===== src/msr_pkg.sv =====
// Shared types and constants for the multichannel scaler readout.
// Used by the front queue, the execute stage, the result queue and the top level.
package msr_pkg;

  // Signal index space and fixed field widths
  localparam int NUM_SIGNALS   = 32;
  localparam int SIG_W         = 5;
  localparam int WORD_W        = 32;
  localparam int ADDR_W        = 18;
  localparam int CHAN_OUT_W    = 13;
  localparam int SIGS_CFG_W    = 6;
  localparam int CHANS_CFG_W   = 14;
  localparam int CFG_DATA_W    = 14;
  localparam int CFG_IDX_W     = 2;
  localparam int OP_W          = 2;
  // Wide enough for 31 * 65536 + 65536
  localparam int ADDR_CALC_W   = 23;

  // Queue depth between stages and in front of the result ports
  localparam int Q_DEPTH       = 2;
  localparam int Q_PTR_W       = 1;
  localparam int Q_CNT_W       = 2;

  // Operation codes on the input channel
  localparam logic [OP_W-1:0] OP_DATA    = 2'd0;
  localparam logic [OP_W-1:0] OP_RESTART = 2'd1;
  localparam logic [OP_W-1:0] OP_PRESET  = 2'd2;

  // Configuration register indexes
  localparam logic [CFG_IDX_W-1:0] CFG_MODE  = 2'd0;
  localparam logic [CFG_IDX_W-1:0] CFG_SIGS  = 2'd1;
  localparam logic [CFG_IDX_W-1:0] CFG_CHANS = 2'd2;

  // Configuration reset values
  localparam logic [SIGS_CFG_W-1:0]  CFG_SIGS_RST  = 6'd32;
  localparam logic [CHANS_CFG_W-1:0] CFG_CHANS_RST = 14'd8192;

  // Acquisition modes
  localparam logic MODE_MCS    = 1'b0;

  // Item class decided at the front
  typedef enum logic [1:0] {
    K_DATA,
    K_RESTART,
    K_PRESET,
    K_NOP
  } kind_t;

  // Classified command handed from front to back
  typedef struct packed {
    kind_t              kind;
    logic [WORD_W-1:0]  word;
    logic [SIG_W-1:0]   preset_index;
  } cmd_t;

  // One result item
  typedef struct packed {
    logic [ADDR_W-1:0]     write_address;
    logic [WORD_W-1:0]     value;
    logic [SIG_W-1:0]      signal_index;
    logic [CHAN_OUT_W-1:0] channel_index;
    logic                  sweep_end;
    logic                  done_res;
    logic                  dropped;
  } res_t;

endpackage


===== src/msr_front.sv =====
// Front stage of the scaler readout: accepts input items, decodes the op
// and holds classified commands in a short queue. Depends on msr_pkg.
module msr_front (
  input  logic                       clk,
  input  logic                       rst_n,
  input  logic                       in_push,
  output logic                       full,
  input  logic [msr_pkg::OP_W-1:0]   in_op,
  input  logic [msr_pkg::WORD_W-1:0] in_word,
  input  logic [msr_pkg::SIG_W-1:0]  in_preset_index,
  output logic                       cmd_valid,
  output msr_pkg::cmd_t              cmd,
  input  logic                       cmd_take
);
  import msr_pkg::*;

  cmd_t               q_mem [Q_DEPTH];
  logic [Q_PTR_W-1:0] wr_ptr_r, wr_ptr_nxt;
  logic [Q_PTR_W-1:0] rd_ptr_r, rd_ptr_nxt;
  logic [Q_CNT_W-1:0] cnt_r, cnt_nxt;
  logic               push_ok;
  logic               pop_ok;
  cmd_t               cmd_in;

  // Classify the incoming op
  always_comb begin
    cmd_in.word         = in_word;
    cmd_in.preset_index = in_preset_index;
    unique case (in_op)
      OP_DATA:    cmd_in.kind = K_DATA;
      OP_RESTART: cmd_in.kind = K_RESTART;
      OP_PRESET:  cmd_in.kind = K_PRESET;
      default:    cmd_in.kind = K_NOP;
    endcase
  end

  assign full      = (cnt_r == Q_CNT_W'(Q_DEPTH));
  assign push_ok   = in_push && !full;
  assign pop_ok    = cmd_take && cmd_valid;
  assign cmd_valid = (cnt_r != '0);
  assign cmd       = q_mem[rd_ptr_r];

  // Advance pointers and fill count
  always_comb begin
    wr_ptr_nxt = push_ok ? wr_ptr_r + 1'b1 : wr_ptr_r;
    rd_ptr_nxt = pop_ok ? rd_ptr_r + 1'b1 : rd_ptr_r;
    cnt_nxt    = cnt_r;
    if (push_ok && !pop_ok) begin
      cnt_nxt = cnt_r + 1'b1;
    end else if (pop_ok && !push_ok) begin
      cnt_nxt = cnt_r - 1'b1;
    end
  end

  always_ff @(posedge clk) begin
    if (!rst_n) begin
      wr_ptr_r <= '0;
      rd_ptr_r <= '0;
      cnt_r    <= '0;
    end else begin
      wr_ptr_r <= wr_ptr_nxt;
      rd_ptr_r <= rd_ptr_nxt;
      cnt_r    <= cnt_nxt;
    end
  end

  // Store the classified command
  always_ff @(posedge clk) begin
    if (push_ok) begin
      q_mem[wr_ptr_r] <= cmd_in;
    end
  end

endmodule


===== src/msr_back.sv =====
// Execute stage of the scaler readout: holds configuration, sweep position,
// per-signal totals and presets, and turns each command into one result.
// Depends on msr_pkg.
module msr_back #(
  parameter int MAX_CHANS = 8192
) (
  input  logic                           clk,
  input  logic                           rst_n,
  input  logic                           cfg_wr_en,
  input  logic [msr_pkg::CFG_IDX_W-1:0]  cfg_index,
  input  logic [msr_pkg::CFG_DATA_W-1:0] cfg_data,
  input  logic                           cmd_valid,
  input  msr_pkg::cmd_t                  cmd,
  output logic                           cmd_take,
  input  logic                           res_full,
  output logic                           res_push,
  output msr_pkg::res_t                  res
);
  import msr_pkg::*;

  localparam int CPW  = $clog2(MAX_CHANS + 1);
  localparam int CMPW = (CPW > CHANS_CFG_W) ? CPW : CHANS_CFG_W;

  // Configuration
  logic                   mode_r;
  logic [SIGS_CFG_W-1:0]  sigs_r;
  logic [CHANS_CFG_W-1:0] chans_r;

  // Acquisition state
  logic [SIG_W-1:0]  sig_r, sig_nxt;
  logic [CPW-1:0]    ch_r, ch_nxt;
  logic              hit_r, hit_nxt;
  logic              fin_r, fin_nxt;
  logic [WORD_W-1:0] tot_r [NUM_SIGNALS];
  logic [NUM_SIGNALS-1:0] tot_vld_r;
  logic [WORD_W-1:0] pre_r [NUM_SIGNALS];
  logic [NUM_SIGNALS-1:0] pre_vld_r;

  logic                  exec;
  logic                  tot_we;
  logic                  tot_clr;
  logic                  pre_we;
  logic [SIGS_CFG_W-1:0] s_eff;
  logic [CMPW-1:0]       chans_ext;
  logic [CMPW-1:0]       c_eff;
  logic [CMPW-1:0]       ch_ext;
  logic [CPW-1:0]        ch_inc;
  logic [CMPW-1:0]       ch_inc_ext;
  logic                  last_sig;
  logic [WORD_W-1:0]     tot_rd;
  logic [WORD_W-1:0]     pre_rd;
  logic [WORD_W-1:0]     sum;
  logic                  hit_now;
  logic                  hit_sweep;
  logic [ADDR_CALC_W-1:0] addr_full;

  assign exec     = cmd_valid && !res_full;
  assign cmd_take = exec;
  assign res_push = exec;

  // Clamp configured counts to their legal ranges
  always_comb begin
    if (sigs_r == '0) begin
      s_eff = SIGS_CFG_W'(1);
    end else if (sigs_r > SIGS_CFG_W'(NUM_SIGNALS)) begin
      s_eff = SIGS_CFG_W'(NUM_SIGNALS);
    end else begin
      s_eff = sigs_r;
    end
    chans_ext = CMPW'(chans_r);
    if (chans_r == '0) begin
      c_eff = CMPW'(1);
    end else if (chans_ext > CMPW'(MAX_CHANS)) begin
      c_eff = CMPW'(MAX_CHANS);
    end else begin
      c_eff = chans_ext;
    end
  end

  // Per-signal lookups and the running sum
  assign tot_rd     = tot_vld_r[sig_r] ? tot_r[sig_r] : '0;
  assign pre_rd     = pre_vld_r[sig_r] ? pre_r[sig_r] : '0;
  assign sum        = tot_rd + cmd.word;
  assign hit_now    = (pre_rd != '0) && (sum >= pre_rd);
  assign hit_sweep  = hit_r || hit_now;
  assign last_sig   = ({1'b0, sig_r} + SIGS_CFG_W'(1)) >= s_eff;
  assign ch_ext     = CMPW'(ch_r);
  assign ch_inc     = ch_r + CPW'(1);
  assign ch_inc_ext = CMPW'(ch_inc);
  assign addr_full  = ADDR_CALC_W'(sig_r) * ADDR_CALC_W'(MAX_CHANS) + ADDR_CALC_W'(ch_r);

  // Execute one command
  always_comb begin
    sig_nxt = sig_r;
    ch_nxt  = ch_r;
    hit_nxt = hit_r;
    fin_nxt = fin_r;
    tot_we  = 1'b0;
    tot_clr = 1'b0;
    pre_we  = 1'b0;
    res     = '0;
    unique case (cmd.kind)
      K_RESTART: begin
        sig_nxt = '0;
        ch_nxt  = '0;
        hit_nxt = 1'b0;
        fin_nxt = 1'b0;
        tot_clr = 1'b1;
      end
      K_PRESET: begin
        pre_we = 1'b1;
      end
      K_DATA: begin
        if (fin_r) begin
          res.dropped = 1'b1;
        end else if (mode_r == MODE_MCS) begin
          if (ch_ext >= c_eff) begin
            // Channel count lowered to or below the position: stop here
            fin_nxt     = 1'b1;
            res.dropped = 1'b1;
          end else begin
            res.write_address = addr_full[ADDR_W-1:0];
            res.value         = cmd.word;
            res.signal_index  = sig_r;
            res.channel_index = ch_ext[CHAN_OUT_W-1:0];
            if (last_sig) begin
              sig_nxt       = '0;
              ch_nxt        = ch_inc;
              res.sweep_end = 1'b1;
              if (ch_inc_ext >= c_eff) begin
                fin_nxt = 1'b1;
              end
            end else begin
              sig_nxt = sig_r + 1'b1;
            end
          end
        end else begin
          tot_we           = 1'b1;
          res.value        = sum;
          res.signal_index = sig_r;
          if (last_sig) begin
            res.sweep_end = 1'b1;
            if (hit_sweep) begin
              fin_nxt = 1'b1;
            end
            hit_nxt = 1'b0;
            sig_nxt = '0;
          end else begin
            hit_nxt = hit_sweep;
            sig_nxt = sig_r + 1'b1;
          end
        end
      end
      default: begin
        // unused op: no state change
      end
    endcase
    res.done_res = fin_nxt;
  end

  // Configuration registers
  always_ff @(posedge clk) begin
    if (!rst_n) begin
      mode_r  <= MODE_MCS;
      sigs_r  <= CFG_SIGS_RST;
      chans_r <= CFG_CHANS_RST;
    end else if (cfg_wr_en) begin
      unique case (cfg_index)
        CFG_MODE:  mode_r  <= cfg_data[0];
        CFG_SIGS:  sigs_r  <= cfg_data[SIGS_CFG_W-1:0];
        CFG_CHANS: chans_r <= cfg_data[CHANS_CFG_W-1:0];
        default:   ;
      endcase
    end
  end

  // Position, flags and valid bits
  always_ff @(posedge clk) begin
    if (!rst_n) begin
      sig_r     <= '0;
      ch_r      <= '0;
      hit_r     <= 1'b0;
      fin_r     <= 1'b0;
      tot_vld_r <= '0;
      pre_vld_r <= '0;
    end else if (exec) begin
      sig_r <= sig_nxt;
      ch_r  <= ch_nxt;
      hit_r <= hit_nxt;
      fin_r <= fin_nxt;
      if (tot_clr) begin
        tot_vld_r <= '0;
      end else if (tot_we) begin
        tot_vld_r[sig_r] <= 1'b1;
      end
      if (pre_we) begin
        pre_vld_r[cmd.preset_index] <= 1'b1;
      end
    end
  end

  // Totals and presets
  always_ff @(posedge clk) begin
    if (exec && tot_we) begin
      tot_r[sig_r] <= sum;
    end
    if (exec && pre_we) begin
      pre_r[cmd.preset_index] <= cmd.word;
    end
  end

endmodule


===== src/msr_outq.sv =====
// Result queue of the scaler readout: holds finished results until the
// consumer pops them. Depends on msr_pkg.
module msr_outq (
  input  logic          clk,
  input  logic          rst_n,
  input  logic          res_push,
  input  msr_pkg::res_t res,
  output logic          res_full,
  input  logic          pop,
  output logic          empty,
  output msr_pkg::res_t head
);
  import msr_pkg::*;

  res_t               q_mem [Q_DEPTH];
  logic [Q_PTR_W-1:0] wr_ptr_r, wr_ptr_nxt;
  logic [Q_PTR_W-1:0] rd_ptr_r, rd_ptr_nxt;
  logic [Q_CNT_W-1:0] cnt_r, cnt_nxt;
  logic               push_ok;
  logic               pop_ok;

  assign res_full = (cnt_r == Q_CNT_W'(Q_DEPTH));
  assign empty    = (cnt_r == '0);
  assign push_ok  = res_push && !res_full;
  assign pop_ok   = pop && !empty;
  assign head     = q_mem[rd_ptr_r];

  // Advance pointers and fill count
  always_comb begin
    wr_ptr_nxt = push_ok ? wr_ptr_r + 1'b1 : wr_ptr_r;
    rd_ptr_nxt = pop_ok ? rd_ptr_r + 1'b1 : rd_ptr_r;
    cnt_nxt    = cnt_r;
    if (push_ok && !pop_ok) begin
      cnt_nxt = cnt_r + 1'b1;
    end else if (pop_ok && !push_ok) begin
      cnt_nxt = cnt_r - 1'b1;
    end
  end

  always_ff @(posedge clk) begin
    if (!rst_n) begin
      wr_ptr_r <= '0;
      rd_ptr_r <= '0;
      cnt_r    <= '0;
    end else begin
      wr_ptr_r <= wr_ptr_nxt;
      rd_ptr_r <= rd_ptr_nxt;
      cnt_r    <= cnt_nxt;
    end
  end

  // Store the result
  always_ff @(posedge clk) begin
    if (push_ok) begin
      q_mem[wr_ptr_r] <= res;
    end
  end

endmodule


===== src/multichannel_scaler_readout_top.sv =====
// Multichannel scaler readout. Takes one item per cycle unless a queue is full: a
// scaler FIFO word, a restart or a preset load. In multichannel mode each word comes
// back with its buffer address (signal * MAX_CHANS + channel); in scaler mode it comes
// back as the signal's running 32-bit total. Every item gives exactly one result. The
// rate is set by the read-modify-write of one total in the execute stage; a word
// reaches the result ports through the registered front and result queues. Totals and
// presets sit in 32-entry register files with valid bits, so reset and restart take
// effect at once with no clearing pass. Configuration may be written only when idle.
// Depends on msr_pkg, msr_front, msr_back and msr_outq.
module multichannel_scaler_readout_top #(
  parameter int MAX_CHANS = 8192
) (
  input  logic                               clk,
  input  logic                               rst_n,
  input  logic                               in_push,
  output logic                               full,
  input  logic [msr_pkg::OP_W-1:0]           in_op,
  input  logic [msr_pkg::WORD_W-1:0]         in_word,
  input  logic [msr_pkg::SIG_W-1:0]          in_preset_index,
  output logic                               empty,
  input  logic                               pop,
  output logic [msr_pkg::ADDR_W-1:0]         out_write_address,
  output logic [msr_pkg::WORD_W-1:0]         out_value,
  output logic [msr_pkg::SIG_W-1:0]          out_signal_index,
  output logic [msr_pkg::CHAN_OUT_W-1:0]     out_channel_index,
  output logic                               out_sweep_end,
  output logic                               out_done_res,
  output logic                               out_dropped,
  input  logic                               cfg_wr_en,
  input  logic [msr_pkg::CFG_IDX_W-1:0]      cfg_index,
  input  logic [msr_pkg::CFG_DATA_W-1:0]     cfg_data
);
  import msr_pkg::*;

  logic cmd_valid;
  cmd_t cmd;
  logic cmd_take;
  logic res_full;
  logic res_push;
  res_t res;
  res_t head;

  // Accept and classify
  msr_front u_front (
    .clk             (clk),
    .rst_n           (rst_n),
    .in_push         (in_push),
    .full            (full),
    .in_op           (in_op),
    .in_word         (in_word),
    .in_preset_index (in_preset_index),
    .cmd_valid       (cmd_valid),
    .cmd             (cmd),
    .cmd_take        (cmd_take)
  );

  // Execute
  msr_back #(
    .MAX_CHANS (MAX_CHANS)
  ) u_back (
    .clk       (clk),
    .rst_n     (rst_n),
    .cfg_wr_en (cfg_wr_en),
    .cfg_index (cfg_index),
    .cfg_data  (cfg_data),
    .cmd_valid (cmd_valid),
    .cmd       (cmd),
    .cmd_take  (cmd_take),
    .res_full  (res_full),
    .res_push  (res_push),
    .res       (res)
  );

  // Hold results for the consumer
  msr_outq u_outq (
    .clk      (clk),
    .rst_n    (rst_n),
    .res_push (res_push),
    .res      (res),
    .res_full (res_full),
    .pop      (pop),
    .empty    (empty),
    .head     (head)
  );

  assign out_write_address = head.write_address;
  assign out_value         = head.value;
  assign out_signal_index  = head.signal_index;
  assign out_channel_index = head.channel_index;
  assign out_sweep_end     = head.sweep_end;
  assign out_done_res      = head.done_res;
  assign out_dropped       = head.dropped;

endmodule

===== config.mk =====
export PLATFORM = sky130hd
export DESIGN_NAME = multichannel_scaler_readout_top
export DESIGN_NICKNAME = d
export VERILOG_FILES = /design/src/msr_pkg.sv /design/src/msr_front.sv /design/src/msr_back.sv /design/src/msr_outq.sv /design/src/multichannel_scaler_readout_top.sv
export SDC_FILE = /design/constraint.sdc
export NUM_CORES = 2
export LEC_CHECK = 0
export BUFFER_PORTS_ARGS = -buffer_cell sky130_fd_sc_hd__buf_2
export CAP_MARGIN = 30
export CORE_ASPECT_RATIO = 0.75
export CORE_MARGIN = 5
export CORE_UTILIZATION = 40
export DETAILED_ROUTE_END_ITERATION = 8
export SYNTH_ARGS = -nofsm -noshare
export SYNTH_HDL_FRONTEND = slang
export SYNTH_SLANG_ARGS = --single-unit

===== constraint.sdc =====
create_clock -name clk -period 13.6 [get_ports clk]
set_clock_uncertainty 0.05 [all_clocks]
set_input_delay 1.36 -clock clk [delete_from_list [all_inputs] [get_ports clk]]
set_output_delay 1.36 -clock clk [all_outputs]
set_load 0.05 [all_outputs]

# After elaboration in Yosys (flattened, before gate mapping)
# Memory sizes are Yosys's and may differ from the RTL's. A register that Yosys moved wholly into a read port is not among the register bits.
# Index checks and enable logic that the tools add are counted.
dict set report classes {
  bitwise 2
  n_reduce_logical 42
  n_mux 76
  shifts 0
  addsub 13
  n_mul 0
  n_lt_le_gt_ge 10
  n_eq_ne 14
  div_mod_pow 0
}
# op count
set ops {}
lappend ops {{69-bit 2-to-1 mux} 3}
lappend ops {{32-bit 2-to-1 mux} 4}
lappend ops {{14-bit 2-to-1 mux} 6}
lappend ops {{32-bit bitwise OR} 2}
lappend ops {{5-bit 2-to-1 mux} 8}
lappend ops {{1-bit 2-to-1 mux} 37}
lappend ops {{37-bit 2-to-1 mux} 1}
lappend ops {{32-bit adder} 1}
lappend ops {{32-bit greater-or-equal comparator} 1}
lappend ops {{32-bit nonzero test} 1}
lappend ops {{14-bit greater-or-equal comparator} 2}
lappend ops {{14-bit one-hot mux with 2 select lines} 1}
lappend ops {{18-bit by 14-bit adder with 18-bit output} 1}
lappend ops {{18-bit 2-to-1 mux} 1}
lappend ops {{14-bit by 1-bit adder with 14-bit output (second input constant)} 1}
lappend ops {{14-bit greater-than comparator (second input constant)} 1}
lappend ops {{1-bit logical AND} 14}
lappend ops {{14-bit zero test} 1}
lappend ops {{13-bit 2-to-1 mux} 1}
lappend ops {{5-bit by 6-bit < comparator with 1-bit output (second input constant)} 2}
lappend ops {{6-bit 2-to-1 mux} 2}
lappend ops {{1-bit binary-select mux with 5-bit select} 2}
lappend ops {{1-bit demux with 5-bit select} 2}
lappend ops {{2-bit equality test (second input constant)} 5}
lappend ops {{other kinds (24)} 57}
dict set report totals {
  ramBits 2268
  register_bits 114
  mem_bits_ro 0
  word_cells 176
  n_memories 4
  latchBits 0
  in_bits 60
  output_inout_bits 73
}
# memory words word_bits read_ports rd_ports_with_merged_regs write_ports line_no
set memory_table {}
lappend memory_table {u_back.pre_r 32 32 1 1 1 msr_back.sv:36} ;# logic [WORD_W-1:0] pre_r [NUM_SIGNALS];
lappend memory_table {u_back.tot_r 32 32 1 1 1 msr_back.sv:34} ;# logic [WORD_W-1:0] tot_r [NUM_SIGNALS];
lappend memory_table {u_outq.q_mem 2 71 1 1 1 msr_outq.sv:15} ;# res_t q_mem [Q_DEPTH];
lappend memory_table {u_front.q_mem 2 39 1 1 1 msr_front.sv:17} ;# cmd_t q_mem [Q_DEPTH];

# Longest topological paths before layout
dict set report depth {
  word_depth 12
  ltp_mapped 36
  depth_no_buf 27
}

# Hierarchy
# From an unflattened synthesis, not the netlist that was laid out.
dict set report unflattened {
  cells_unflattened 4855
  area_unflattened_um2 95751.8
}
# mod instances area_per_inst_um2 seq_area_each_um2 cells_per_inst
set by_module_without_submodules {}
lappend by_module_without_submodules {msr_back 1 87345.0 63721.1 4461}
lappend by_module_without_submodules {msr_outq 1 5355.1 4364.2 246}
lappend by_module_without_submodules {msr_front 1 3051.7 2442.3 148}

# Worst setup path before layout
# OpenSTA, ideal clock, no wires.
dict set report synth_timing {
  kind {register to register}
  startpoint {register with a tool-made name}
  endpoint {memory u_outq.q_mem[0][1] in the netlist's numbering, data pin}
  path_buffers 9
  synth_period_minus_slack_ns 7.812
  slack_ns 5.788
  arrival_ns 7.482
  path_stages_with_launch 36
  t_required_ns 13.270
  setup_time_ns 0.280
  cell_sequence {dfxtp_1 -> buf_6 -> buf_6 -> buf_6 -> buf_6 -> buf_6 -> buf_6 -> buf_4 -> buf_4 -> buf_2 -> mux4_2 -> mux4_2 -> nand2_1 -> a21oi_1 -> ha_1 -> inv_1 -> o311a_1 -> nor4_1 -> o22ai_1 -> o21ba_2 -> o21bai_1 -> nand3_1 -> nand2_1 -> a21oi_1 -> xnor2_1 -> ha_1 -> a21o_1 -> a21o_1 -> a21oi_1 -> nor2b_1 -> o2111ai_1 -> nand4_1 -> a31oi_1 -> a211oi_1 -> nand2_1 -> a31oi_1}
}
# element line_no
set synth_rtl {}
lappend synth_rtl {{end: declaration} msr_outq.sv:15}

==> flow_summary.toml <==
[drt]
wl_per_cell_um = 32.5
dr.pass1.iters = 6
routed_via_density = 6.02
routed_wl_mm = 278
vias = 51500
ant_nets = 0
drc_errors = 0
drtIter0Drc = 7725

[clock_tree]
cts_tree = "yes"
clkLatencyLatePin_ns = 0.88
cts_hold_buf = 0
clock_path_buffers = 4
clkSinkCount = 2363
clockRootBuffer = "clkbuf_16"
clk_pin_slew_worst_paths_ns = 0.06
htreeDepth = 4
cts_setup_buffers = 0
cts_made_buffers = 221
cts_resized = 0

[synthesis]
yosys_most_used_dff = "edfxtp_1"
syn-num-nets = 5118
synth-simple-area-share_pct = 3.85
synth-async-reset-ratio_pct = 0
synth_top_family_by_area = "multiplexers"
synthAdderAreaFrac_pct = 1.41
ys_types = 76
yosys.cell_count.top_type = "edfxtp_1"
synth.top_cell.area_share_pct = 71.2
synth_xor_area_share_pct = 0.519
synth_top_area_cell = "edfxtp_1"
synth_edf_count = 2242
synth_area_um2 = 94600
yosys_warnings = 0
avgSynthCellArea_um2 = 19.1
synth_compound_area_share_pct = 3.37
netlist_instances = 4952
ys_ff_latch = 2363
synthTopCellsByArea = "edfxtp_1 (71%), mux4_2 (12%), dfxtp_1 (2.6%), mux2i_1 (2.1%), ha_1 (1.4%)"
synth_common_cells = "edfxtp_1 (2,242), mux4_2 (506), nor2_1 (304)"
muxShareOfSynthArea_pct = 15.5
ys_seq_area_share_pct = 73.8

[worst_setup_path]
path_max_fanout = 34
critPathLaunchType = "flop"
critical_path_class = "flop to flop"
critical_path_required_ns = 14.24
cp-end-kind = "flop"
critPathArrivalTime_ns = 9.13

[place]
place_congestion = 0.861
dp.cells = 8144
dp_hpwl_mm = 158
port_buffers = 132
place_area_um2 = 100000

[pwr]
power.density_nw_per_um2 = 174
power.total_mw = 18.6
peakVddDrop_mv = 0.284
power.leakage_nw = 33.4

[worst_hold_path]
min_path_type = "flop to flop"

[die]
pin_count = 133
core_area_um2 = 235000
start_util_pct = 40.2
rows = 154
die_h_um = 431
die_area_um2 = 246000
die_w_um = 571

[cells_and_area]
design_area_um2 = 107000
area_growth_pct = 13.2
nets = 5418
instances_no_fill = 8551
drive_above_1_share_pct = 25.5

[timing]
worstMarginPinSlew_ns = 1.11
rsz0062_at_grt = "no"
period_minus_slack_ns = 8.49
fmax_mhz = 118
maxSlewViolCount = 0
finalCritPeriodShare_pct = 62.5
hold_viol_final = 0
tns_ns = 0
setup_viol_count_final = 0
relSlewSlack_pct = 25.5

[global_route]
overflow = 0
antenna_found_initial = 19
grt_pass1_vias = 50200
grt_max_degree = 116
grt_use_total_pct = 22.1
grt_pass1_wl_mm = 387

[outcome]
status = "complete, no violations"

[flow_run]
cap_viol_max_count = 0
## power breakdown
part	internal [mW]	switching (mW)
registers	9.08	0.0805
clock network	3.28	2.66
logic	0.927	2.62
total	13.3	5.37
## metal layers
metal | track usage [%] | vias to the layer above | wire [µm]
li1 | - | 20700 | -
met1 | 33.2 | 27400 | 117000
met2 | 32.0 | 2969 | 120000
met3 | 5.50 | 457 | 32100
met4 | 6.74 | 4 | 9480
met5 | 0 | - | 27
## stage by stage
| stage | util (%) | hold slack [ns] | setup slack, ns |
|---|---|---|---|
| 2_1_floorplan | - | 0.381 | 5.79 |
| 3_3_place_gp | 42.5 | 0.393 | 4.80 |
| 3_5_place_dp | 42.6 | 0.408 | 5.26 |
| 4_1_cts | 45.5 | 0.421 | 5.24 |
| 5_1_grt | 45.5 | 0.438 | 4.56 |
| 6_report | 45.5 | 0.419 | 5.11 |
## cell type report
cell class                 count  area, µm²
antenna                        2       5.00
clock inverter               118        892
sequential                  2363      69800
multi-input combinational   2285      24000
fill                       19800     128000
timing repair buffer         334       2340
clock buffer                 282       5890
tap                         3120       3900
inverter                      47        181
## state kept, by name, indices dropped and copies added, names as in the netlist, 2 cells and up, named ones only
register / count
u_front.q_mem: 78
u_back.tot_vld_r: 32
u_back.sigs_r: 6
u_back.chans_ext: 14
u_back.ch_ext: 14
u_back.tot_r: 1024
u_back.sig_r: 5
u_back.pre_r: 1024
u_back.pre_vld_r: 32
u_outq.cnt_r: 2
u_outq.q_mem: 116
u_front.cnt_r: 2
## worst paths after layout
check                                                      start                          endpoint  slack, ns  cells past startpoint
worst max register to register      u_back.sig_r[2]$_SDFFE_PN0P_      u_outq.q_mem[0][1]$_DFFE_PP_       5.11                     24
worst min register to register  u_back.tot_vld_r[2]$_SDFFE_PN0P_  u_back.tot_vld_r[2]$_SDFFE_PN0P_       0.42                      2
worst min-delay path            u_back.tot_vld_r[2]$_SDFFE_PN0P_  u_back.tot_vld_r[2]$_SDFFE_PN0P_       0.42                      2
worst max-delay path                u_back.sig_r[2]$_SDFFE_PN0P_      u_outq.q_mem[0][1]$_DFFE_PP_       5.11                     24
## layout by cell type (no fill, tap or decap), drive strengths merged, types with 22 or more instances in the layout
master  instances
a21oi         165
a22oi          71
and2           27
buf           333
clkbuf        283
clkinv        100
dfxtp         121
edfxtp       2242
ha            105
inv            48
mux2          112
mux2i         197
mux4          506
nand2         255
nand2b         22
nand3          78
nor2          304
nor3           31
o21ai          59
o22ai          28
xnor2          33
xor2           23
## kinds of logic (layout without fill, tap and decap cells)
kind of cell | Yosys count | in the layout
AND/OR/NAND/NOR | 817 | 817
XOR/XNOR | 56 | 56
other | 0 | 2
AO/OA/AOI/OAI | 491 | 491
buffers and inverters | 304 | 781
flip-flops | 2363 | 2363
adder cells (fa/ha/maj) | 106 | 106
multiplexers | 815 | 815
## critical path, stage by stage, from the launching register on
cell and delay (ns):
dfxtp_1 0.93, inv_1 0.50, nor3_1 0.49, a22oi_1 0.12, and4_2 0.43, buf_4 0.36, a21oi_1 0.51, ha_1 0.29
inv_1 0.10, o311a_1 0.40, nor4_1 0.28, o22ai_1 0.24, o21ba_2 0.33, o21ai_0 0.49, a221oi_1 0.24, xnor2_2 0.19
buf_4 0.25, ha_1 0.39, nand4_1 0.11, nor2_1 0.13, and3_1 0.19, o211ai_1 0.11, a211oi_1 0.80, nand2_1 0.13
a31oi_1 0.24
Power figures use the tool's default switching activity.
